===== src/sv/rset_pkg.sv =====
// shared widths, status codes and the table entry type for the ratio-sorted entry table
package rset_pkg;

    // default table depth
    localparam int DEPTH_DEF = 16;

    // field widths
    localparam int FUNC_W   = 1;
    localparam int ID_W     = 16;
    localparam int WEIGHT_W = 16;
    localparam int SKILL_W  = 16;
    localparam int RATIO_W  = 32;
    localparam int STATUS_W = 3;
    localparam int RANK_W   = 4;

    // operation codes
    localparam logic [FUNC_W-1:0] FUNC_INSERT = 1'b0;
    localparam logic [FUNC_W-1:0] FUNC_SEARCH = 1'b1;

    // result status codes
    localparam logic [STATUS_W-1:0] STAT_INSERTED  = 3'd0;
    localparam logic [STATUS_W-1:0] STAT_FULL      = 3'd1;
    localparam logic [STATUS_W-1:0] STAT_ZERO_WT   = 3'd2;
    localparam logic [STATUS_W-1:0] STAT_FOUND     = 3'd3;
    localparam logic [STATUS_W-1:0] STAT_NOT_FOUND = 3'd4;

    // one table slot
    typedef struct packed {
        logic [ID_W-1:0]     id;
        logic [WEIGHT_W-1:0] weight;
        logic [SKILL_W-1:0]  skill;
        logic [RATIO_W-1:0]  ratio;
    } t_entry;

endpackage


===== src/sv/ratio_sorted_entry_table.sv =====
// ratio-sorted entry table: serial divider, slot walk and shift under one sequencer
//
//  channel | direction | handshake          | payload
//  --------+-----------+--------------------+-------------------------------------------
//  request | in        | i_valid / o_stall  | i_func i_entry_id i_weight i_skill
//  result  | out       | o_valid / i_stall  | o_status o_found_id o_found_weight
//          |           |                    | o_found_skill o_found_ratio o_rank
//
// insert: accept, a divide step per quotient bit, read and check per slot walked plus a
//   tail step, read and write per slot shifted, shift end, write, hand-off; search: accept,
//   read and check per slot walked, a step on a miss, hand-off; refusals: accept, hand-off
// o_stall is low only in the idle state; the hand-off waits while i_stall holds the result
//   in the output register, and no new request is taken meanwhile
// synchronous active-low reset clears the fill count, the sequencer and o_valid only
module ratio_sorted_entry_table #(
    parameter int DEPTH = rset_pkg::DEPTH_DEF
) (
    input  logic                          i_clk,
    input  logic                          i_rst_n,
    // request channel
    input  logic                          i_valid,
    output logic                          o_stall,
    input  logic [rset_pkg::FUNC_W-1:0]   i_func,
    input  logic [rset_pkg::ID_W-1:0]     i_entry_id,
    input  logic [rset_pkg::WEIGHT_W-1:0] i_weight,
    input  logic [rset_pkg::SKILL_W-1:0]  i_skill,
    // result channel
    output logic                          o_valid,
    input  logic                          i_stall,
    output logic [rset_pkg::STATUS_W-1:0] o_status,
    output logic [rset_pkg::ID_W-1:0]     o_found_id,
    output logic [rset_pkg::WEIGHT_W-1:0] o_found_weight,
    output logic [rset_pkg::SKILL_W-1:0]  o_found_skill,
    output logic [rset_pkg::RATIO_W-1:0]  o_found_ratio,
    output logic [rset_pkg::RANK_W-1:0]   o_rank
);
    import rset_pkg::*;

    localparam int CW = $clog2(DEPTH + 1);
    localparam int AW = $clog2(DEPTH);
    localparam int DIV_STEPS = RATIO_W;
    localparam int DCW = $clog2(DIV_STEPS);

    // sequencer codes
    localparam logic [3:0] S_IDLE = 4'd0;
    localparam logic [3:0] S_DIV  = 4'd1;
    localparam logic [3:0] S_PRD  = 4'd2;
    localparam logic [3:0] S_PCHK = 4'd3;
    localparam logic [3:0] S_SHRD = 4'd4;
    localparam logic [3:0] S_SHWR = 4'd5;
    localparam logic [3:0] S_WR   = 4'd6;
    localparam logic [3:0] S_SRD  = 4'd7;
    localparam logic [3:0] S_SCHK = 4'd8;
    localparam logic [3:0] S_EMIT = 4'd9;

    logic [3:0]          r_state;
    logic [CW-1:0]       r_fill;
    logic [CW-1:0]       r_idx;
    logic [CW-1:0]       r_pos;
    logic [DCW-1:0]      r_cnt;

    // latched request
    logic [ID_W-1:0]     r_id;
    logic [WEIGHT_W-1:0] r_w;
    logic [SKILL_W-1:0]  r_s;

    // divider: remainder and quotient, dividend shifts out of the quotient register
    logic [WEIGHT_W-1:0] r_rem;
    logic [RATIO_W-1:0]  r_quo;

    // staged result
    logic [STATUS_W-1:0] r_res_status;
    t_entry              r_res_entry;
    logic [RANK_W-1:0]   r_res_rank;

    // output register
    logic                r_o_valid;
    logic [STATUS_W-1:0] r_o_status;
    t_entry              r_o_entry;
    logic [RANK_W-1:0]   r_o_rank;

    // slot memory, one write and one registered read port
    t_entry              r_mem [DEPTH];
    t_entry              r_rd;
    logic                mem_re;
    logic [AW-1:0]       mem_raddr;
    logic                mem_we;
    logic [AW-1:0]       mem_waddr;
    t_entry              mem_wdata;

    logic                in_acc;
    logic                out_free;
    logic [WEIGHT_W:0]   div_trial;
    logic                div_ge;
    logic [WEIGHT_W-1:0] div_rem;
    logic                pos_stop;
    logic [CW-1:0]       idx_dec;
    t_entry              new_entry;

    assign in_acc   = i_valid && !o_stall;
    assign out_free = !r_o_valid || !i_stall;
    assign idx_dec  = r_idx - CW'(1);

    // one restoring divide step
    assign div_trial = {r_rem, r_quo[RATIO_W-1]};
    assign div_ge    = (div_trial >= {1'b0, r_w});
    assign div_rem   = div_ge ? WEIGHT_W'(div_trial - {1'b0, r_w}) : div_trial[WEIGHT_W-1:0];

    // head takes only a strictly greater key, later slots also an equal one
    assign pos_stop = (r_idx == '0) ? (r_quo > r_rd.ratio) : (r_quo >= r_rd.ratio);

    assign new_entry = '{id: r_id, weight: r_w, skill: r_s, ratio: r_quo};

    // memory port control
    always_comb begin
        mem_re    = 1'b0;
        mem_raddr = r_idx[AW-1:0];
        mem_we    = 1'b0;
        mem_waddr = r_idx[AW-1:0];
        mem_wdata = r_rd;
        case (r_state)
            S_PRD, S_SRD: begin
                mem_re = (r_idx != r_fill);
            end
            S_SHRD: begin
                mem_re    = (r_idx != r_pos);
                mem_raddr = idx_dec[AW-1:0];
            end
            S_SHWR: begin
                mem_we = 1'b1;
            end
            S_WR: begin
                mem_we    = 1'b1;
                mem_waddr = r_pos[AW-1:0];
                mem_wdata = new_entry;
            end
            default: begin
                mem_re = 1'b0;
            end
        endcase
    end

    // slot memory
    always_ff @(posedge i_clk) begin
        if (mem_we) begin
            r_mem[mem_waddr] <= mem_wdata;
        end
        if (mem_re) begin
            r_rd <= r_mem[mem_raddr];
        end
    end

    // sequencer and datapath
    always_ff @(posedge i_clk) begin
        if (!i_rst_n) begin
            r_state <= S_IDLE;
            r_fill  <= '0;
        end else begin
            case (r_state)
                S_IDLE: begin
                    if (in_acc) begin
                        r_id  <= i_entry_id;
                        r_w   <= i_weight;
                        r_s   <= i_skill;
                        r_idx <= '0;
                        r_cnt <= '0;
                        r_rem <= '0;
                        r_quo <= {i_skill, {(RATIO_W-SKILL_W){1'b0}}};
                        r_res_entry <= '0;
                        r_res_rank  <= '0;
                        if (i_func == FUNC_SEARCH) begin
                            r_state <= S_SRD;
                        end else if (r_fill == CW'(DEPTH)) begin
                            r_res_status <= STAT_FULL;
                            r_state      <= S_EMIT;
                        end else if (i_weight == '0) begin
                            r_res_status <= STAT_ZERO_WT;
                            r_state      <= S_EMIT;
                        end else begin
                            r_state <= S_DIV;
                        end
                    end
                end
                S_DIV: begin
                    r_rem <= div_rem;
                    r_quo <= {r_quo[RATIO_W-2:0], div_ge};
                    r_cnt <= r_cnt + DCW'(1);
                    if (r_cnt == DCW'(DIV_STEPS - 1)) begin
                        r_state <= S_PRD;
                    end
                end
                S_PRD: begin
                    if (r_idx == r_fill) begin
                        r_pos   <= r_idx;
                        r_idx   <= r_fill;
                        r_state <= S_SHRD;
                    end else begin
                        r_state <= S_PCHK;
                    end
                end
                S_PCHK: begin
                    if (pos_stop) begin
                        r_pos   <= r_idx;
                        r_idx   <= r_fill;
                        r_state <= S_SHRD;
                    end else begin
                        r_idx   <= r_idx + CW'(1);
                        r_state <= S_PRD;
                    end
                end
                S_SHRD: begin
                    if (r_idx == r_pos) begin
                        r_state <= S_WR;
                    end else begin
                        r_state <= S_SHWR;
                    end
                end
                S_SHWR: begin
                    r_idx   <= idx_dec;
                    r_state <= S_SHRD;
                end
                S_WR: begin
                    r_fill       <= r_fill + CW'(1);
                    r_res_status <= STAT_INSERTED;
                    r_res_entry  <= new_entry;
                    r_res_rank   <= RANK_W'(r_pos);
                    r_state      <= S_EMIT;
                end
                S_SRD: begin
                    if (r_idx == r_fill) begin
                        r_res_status <= STAT_NOT_FOUND;
                        r_state      <= S_EMIT;
                    end else begin
                        r_state <= S_SCHK;
                    end
                end
                S_SCHK: begin
                    if (r_rd.id == r_id) begin
                        r_res_status <= STAT_FOUND;
                        r_res_entry  <= r_rd;
                        r_res_rank   <= RANK_W'(r_idx);
                        r_state      <= S_EMIT;
                    end else begin
                        r_idx   <= r_idx + CW'(1);
                        r_state <= S_SRD;
                    end
                end
                S_EMIT: begin
                    if (out_free) begin
                        r_state <= S_IDLE;
                    end
                end
                default: begin
                    r_state <= S_IDLE;
                end
            endcase
        end
    end

    // output register
    always_ff @(posedge i_clk) begin
        if (!i_rst_n) begin
            r_o_valid <= 1'b0;
        end else if (r_state == S_EMIT && out_free) begin
            r_o_valid  <= 1'b1;
            r_o_status <= r_res_status;
            r_o_entry  <= r_res_entry;
            r_o_rank   <= r_res_rank;
        end else if (!i_stall) begin
            r_o_valid <= 1'b0;
        end
    end

    assign o_stall        = (r_state != S_IDLE);
    assign o_valid        = r_o_valid;
    assign o_status       = r_o_status;
    assign o_found_id     = r_o_entry.id;
    assign o_found_weight = r_o_entry.weight;
    assign o_found_skill  = r_o_entry.skill;
    assign o_found_ratio  = r_o_entry.ratio;
    assign o_rank         = r_o_rank;

`ifndef SYNTH
    // fill count never passes the table depth
    a_fill_bound: assert property (@(posedge i_clk) disable iff (!i_rst_n)
        r_fill <= CW'(DEPTH))
        else $error("fill count above depth");

    // fill count grows by one after the insert write and changes nowhere else
    a_fill_step: assert property (@(posedge i_clk) disable iff (!i_rst_n)
        r_state == S_WR |=> r_fill == $past(r_fill) + CW'(1))
        else $error("fill count not bumped on insert");

    a_fill_hold: assert property (@(posedge i_clk) disable iff (!i_rst_n)
        r_state != S_WR |=> $stable(r_fill))
        else $error("fill count changed outside insert");

    // the shift walk never goes below the insert position
    a_shift_pos: assert property (@(posedge i_clk) disable iff (!i_rst_n)
        r_state == S_SHRD || r_state == S_SHWR |-> r_idx >= r_pos)
        else $error("shift index below insert position");

    // remainder ends below the divisor
    a_div_rem: assert property (@(posedge i_clk) disable iff (!i_rst_n)
        r_state == S_DIV && r_cnt == DCW'(DIV_STEPS - 1) |=> r_rem < r_w)
        else $error("divider remainder not below divisor");
`endif

endmodule


===== config.mk =====
export PLATFORM = sky130hd
export DESIGN_NAME = ratio_sorted_entry_table
export DESIGN_NICKNAME = d
export VERILOG_FILES = /design/src/sv/rset_pkg.sv /design/src/sv/ratio_sorted_entry_table.sv
export SDC_FILE = /design/constraint.sdc
export NUM_CORES = 2
export LEC_CHECK = 0
export BUFFER_PORTS_ARGS = -buffer_cell sky130_fd_sc_hd__buf_2
export CAP_MARGIN = 10
export CORE_MARGIN = 2
export CORE_UTILIZATION = 28
export CTS_CLUSTER_SIZE = 24
export DETAILED_ROUTE_END_ITERATION = 10
export GPL_TIMING_DRIVEN = 0
export HOLD_SLACK_MARGIN = 0.12
export PLACE_DENSITY_LB_ADDON = 0.08
export SYNTH_ARGS = -nofsm -noshare
export SYNTH_HDL_FRONTEND = slang
export SYNTH_SLANG_ARGS = --single-unit

===== constraint.sdc =====
create_clock -name i_clk -period 9.75 [get_ports i_clk]
set_clock_uncertainty 0.1 [all_clocks]
set_input_delay 1.95 -clock i_clk [delete_from_list [all_inputs] [get_ports i_clk]]
set_output_delay 1.95 -clock i_clk [all_outputs]
set_load 0.005 [all_outputs]

Yosys cells after proc, flatten, opt, wreduce, memory -nomap -nowiden
Memory sizes are Yosys's and may differ from the RTL's. A register that Yosys moved wholly into a read port is not among the register bits.
Index checks and enable logic that the tools add are counted.

word-level totals
  memories = 1
  RAM bits = 1280
  word-level logic and storage cells = 133
  register bits after elaboration = 295
  output and inout port bits = 89

memories
  name   depth  width  rd ports  clocked after Yosys merged registers in  write ports  RTL line                        text
  r_mem  16     80     1         1                                        1            ratio_sorted_entry_table.sv:83  t_entry r_mem [DEPTH];

cells by class
  multiplexer cells = 49
  $add $sub $neg = 5
  $lt $le $gt $ge = 3
  reductions and logical operators = 25
  equality and inequality tests = 27

operators by type and width
  kind                 number
  $mux 80              3
  $pmux 80 s3          1
  $pmux 32 s2          1
  $mux 4               11
  $pmux 4 s10          1
  $ge 32x32->1         1
  $gt 32x32->1         1
  $mux 16              2
  $mux 32              1
  $pmux 16 s2          1
  $mux 5               6
  $pmux 5 s5           1
  $mux 3               8
  $pmux 5 s2           2
  $ne 2x2->1 const B   9
  $ge 17x16->1         1
  $eq 16x16->1         1
  $eq 4x3->1 const B   4
  $logic_not 16->1     1
  $sub 16x16->16       1
  $add 5x1->5 const B  3
  $pmux 3 s4           1
  $pmux 4 s3           1
  $eq 5x5->1           2
  26 further kinds     45

Logic depth before layout (Yosys ltp)
  depth in word-level cells = 6
  mapped depth = 11
  depth with buffers taken out = 10

Worst setup path after synthesis
Ideal clock, no wire load.

  path type = input port to flip-flop
  start point = in i_rst_n
  end point = reg r_o_entry, in the netlist o_found_id[0] (enable)
  data arrival time = 5.856 ns
  setup slack = 3.261 ns
  data required time = 9.117 ns
  library setup time = 0.533 ns
  cell stages on the path = 3
  cell sequence = clkbuf_1 nand2_1 nor2_1

on the way
  cells in the longest elaborated chain, start to end = 1

ends and longest elaborated chain
  element                            RTL line                         text
  start: declaration                 ratio_sorted_entry_table.sv:19   input logic i_rst_n,
  $reduce_and 2->1 (no source line)  n/a
  end signal: assignment             ratio_sorted_entry_table.sv:267  r_o_entry <= r_res_entry;
  end: declaration                   ratio_sorted_entry_table.sv:79   t_entry r_o_entry;

No other way between the ends.
A chain may end at the register's enable or synchronous reset.

Final worst setup path
  start point = reg r_idx[0]
  end point = reg, netlist name r_rd[21]

on the way
  cells in the longest elaborated chain, start to end = 2
  elaborated cells between the ends (all ways) = 5
  classes of those cells = add/sub (1); eq/ne (2); mux (2)

ends and longest elaborated chain
  element                                    RTL line                         text
  start: declaration                         ratio_sorted_entry_table.sv:58   logic [CW-1:0] r_idx;
  start signal: assignment                   ratio_sorted_entry_table.sv:195  r_idx <= r_fill;
  start signal: assignment                   ratio_sorted_entry_table.sv:204  r_idx <= r_fill;
  start signal: assignment                   ratio_sorted_entry_table.sv:207  r_idx <= r_idx + CW'(1);
  $sub 5x1->5, or another cell as far along  ratio_sorted_entry_table.sv:102  assign idx_dec = r_idx - CW'(1);
  $mux 4 or $pmux 1 s2 (tied branches)       ratio_sorted_entry_table.sv:121  case (r_state)

Parallel ways exist; a longest one is shown, timed or not.

==> metrics <==
outcome=finished, final reports clean; GR Util All Layers=17.84%; first-pass iteration count of the detailed router=5; Synth top area share=77.21%; post-synthesis adder-cell area fraction=1.087%; final core utilization=34.06%; hold path depth=0; Post-Syn Nets=3168; cells after synthesis=3060; Fillers=21360; Final Slew Violations=0; Synth Area in Simple Gates=2.992%; DR vias=32740; Startpoint Class=flip-flop; Antenna Violating Nets Remaining=0; dpl cells=6346; H-tree Lvls=4; first-pass GRT wire length=282000 um; DRT iter0 DRCs=3222; Seq pwr share=41.9%; Final Net Count=3642; Worst Path Required=10.20 ns; r2r setup slk=4.86 ns; clock sink count=1655; I/O pin count=142; Starting Density=28.15%; Final period util=50.18%; maxcap violations=0; Pwr per Cell Area=296.8 nW/um^2; post_cts resized=0; async set or reset register ratio after synthesis=0%; Clk pwr share=30.9%; Die Height=482.0 um; RSZ-0062 raised after global routing=no; Worst-Margin Slew=1.296 ns; reg2reg start=r_idx[0]; area occupied by multi-input gates=13730 sq um; Seq cells post-synth=1655; Die Area=232300 sq um; main area contributors after synthesis=edfxtp_1 (77%), mux4_2 (14%), nand2_1 (1.7%); vias in the first global route=33810; top-count cell post-synth=edfxtp_1; r2r worst-path depth=8; dominant synthesized flop cell=edfxtp_1; Avg Inst Size Synth=20.91 sq um; Synth Area in XOR/XNOR=0.7119%; largest family of logic cells by synthesized area=multiplexers; Int Pwr=15.96 mW; vias per inst=4.884; Leak Pwr=24.99 nW; Storage cell area=49600 sq um; mux contribution to synthesized area=14.22%; Hold Crit Class=flip-flop to flip-flop; # DRC=0; WL/cell=31.05 um; Setup crit end kind=flip-flop; Yosys warnings=0; pre-CTS setup slack=4.892 ns; GRT overflow=0; cts-stage hold buffer count=0; Crit Path Max Fanout=10; Tmin final=4.893 ns; die width=482.0 um; post-synthesis cell area=63980 sq um; final cell count without fillers=6703; Routed WL=208100 um; pin count of the biggest net entering global routing=54; CTS Buf Count=189; Post-synth EDFFs=1645; CTS root buf=clkbuf_16; GP Congestion=0.7758; Peak VDD IR=0.0001648 V; Compound-Gate Fraction of Synth Area=2.155%; Fin. Hold Viols=0; hpwl dp=137200 um; fin worst setup slack=4.857 ns; num rows=175; # setup viols final=0; distinct cell type count after synthesis=53; Max transition margin=13.60%; port bufs=141; top cells by instance count after synthesis=edfxtp_1 (1645), mux4_2 (400), nand2_1 (283), o21ai_0 (117), clkbuf_1 (86); post-synth top area cell=edfxtp_1; Hold Path Sink=o_found_ratio[5]; post-route cell area=77400 sq um; Post-DP Area=71150 sq um; max frequency=204.4 MHz; core box area=227300 sq um; P&R area growth vs syn=20.98%; initial antenna violation count=13; clk buf depth=3; clk_lat worst skew=0.83 ns; CP arrival=5.34 ns; switching fraction of total power=30.52%; Hold Path Origin=r_res_entry[5]; post-synthesis sequential area ratio=77.52%; clock-pin slew on the worst setup and hold paths=0.06 ns; setup_tns=0 ns; WS Path Type=flip-flop to flip-flop; switching power=7.011 mW; R2R Path End=r_rd[21]; layout cells sized above 1=27.30%; combinational share of power=27.2%; post-CTS setup buffer count=0; TritonCTS clock tree=yes
-- flip-flops by register name, summed over array words and instances, names as in the netlist, 5 cells and up --
register        flops
o_found_weight     16
r_s                16
o_found_id         16
r_rem              16
r_w                16
r_id               16
r_quo              32
r_fill              5
r_cnt               5
r_pos               5
r_rd               80
o_found_skill      16
r_mem            1280
r_res_entry        80
o_found_ratio      32
r_idx               5
-- power groups by stage --
stage                     logic, mW  registers (mW)  clock network [mW]
final                          6.25            9.62                7.11
after global placement         5.93            9.88                   0
after floorplan                3.84            9.66                   0
after detailed placement       6.33            9.77                   0
after CTS                      6.35            9.63                7.32
after global routing           6.74            9.67                7.58
-- worst max-delay path: stages, from the launching register on --
cell and delay, ns:
edfxtp_1 0.37, clkbuf_1 0.46, inv_1 0.22, ha_1 0.37, a21oi_1 0.49, clkbuf_2 0.70
clkbuf_1 0.99, mux4_2 0.44, mux4_2 0.47
-- area by class of cell --
class | instances | area share (%)
clock buffer | 235 | 6.443
clock inverter | 107 | 1.508
timing repair buffer | 283 | 4.255
buffer | 139 | 0.7323
antenna | 9 | 0.02910
multi-input combinational | 1193 | 17.74
inverter | 73 | 0.3540
sequential | 1655 | 64.08
tap | 3009 | 4.864
-- routing by layer --
metal	vias up	global-route usage (%)	wire length (um)	part of all wire, %
met1	17790	24.76	91750	44
met4	2	4.517	4565	2.2
met5	-	0	13	0.0062
met2	1156	28.48	98350	47
li1	13540	-	-	-
met3	255	3.802	13420	6.4
-- through the flow --
stage / power, mW / hold WS (ns)
2_1_floorplan: 13.50 / 0.3003
3_3_place_gp: 15.82 / 0.3098
3_5_place_dp: 16.10 / 0.3045
4_1_cts: 23.30 / 0.3188
5_1_grt: 23.99 / 0.3237
6_report: 22.97 / 0.3160
-- worst max path at each step --
stage	from	endpoint	slack, ns	cells after the start
floorplan	i_rst_n	o_found_id[0]	3.26	3
global placement	r_state[2]	r_mem[14][41]	-4.05	5
detailed placement	r_idx[0]	r_rd[46]	4.89	9
CTS	r_idx[0]	r_rd[46]	4.89	9
global route	r_idx[0]	r_rd[46]	4.63	9
finish	r_idx[0]	r_rd[21]	4.86	8
-- cells by family after synthesis --
kind of cell,Yosys count
flip-flops,1655
AND/OR/NAND/NOR,447
multiplexers,409
XOR/XNOR,52
buffers and inverters,212
adder cells (fa/ha/maj),55
AO/OA/AOI/OAI,230
-- layout by cell type, fill, tap and decap left out, types with 18 or more instances in the layout --
| cell | Yosys | layout |
|---|---|---|
| edfxtp_1 | 1645 | 1645 |
| mux4_2 | 400 | 400 |
| nand2_1 | 283 | 283 |
| clkbuf_16 | 0 | 193 |
| buf_2 | 34 | 187 |
| clkbuf_1 | 86 | 126 |
| o21ai_0 | 117 | 91 |
| buf_12 | 0 | 74 |
| inv_1 | 73 | 73 |
| ha_1 | 54 | 54 |
| nor2_1 | 65 | 48 |
| clkinv_1 | 0 | 38 |
| a21oi_1 | 31 | 31 |
| xor2_1 | 31 | 30 |
| o21ai_1 | 2 | 28 |
| clkinv_2 | 0 | 27 |
| buf_16 | 0 | 26 |
| bufinv_16 | 0 | 22 |
| xnor2_1 | 21 | 20 |
| buf_1 | 19 | 19 |
| and3_1 | 20 | 19 |
| a22o_1 | 18 | 18 |
No activity file was read; power rests on OpenSTA's default activity.
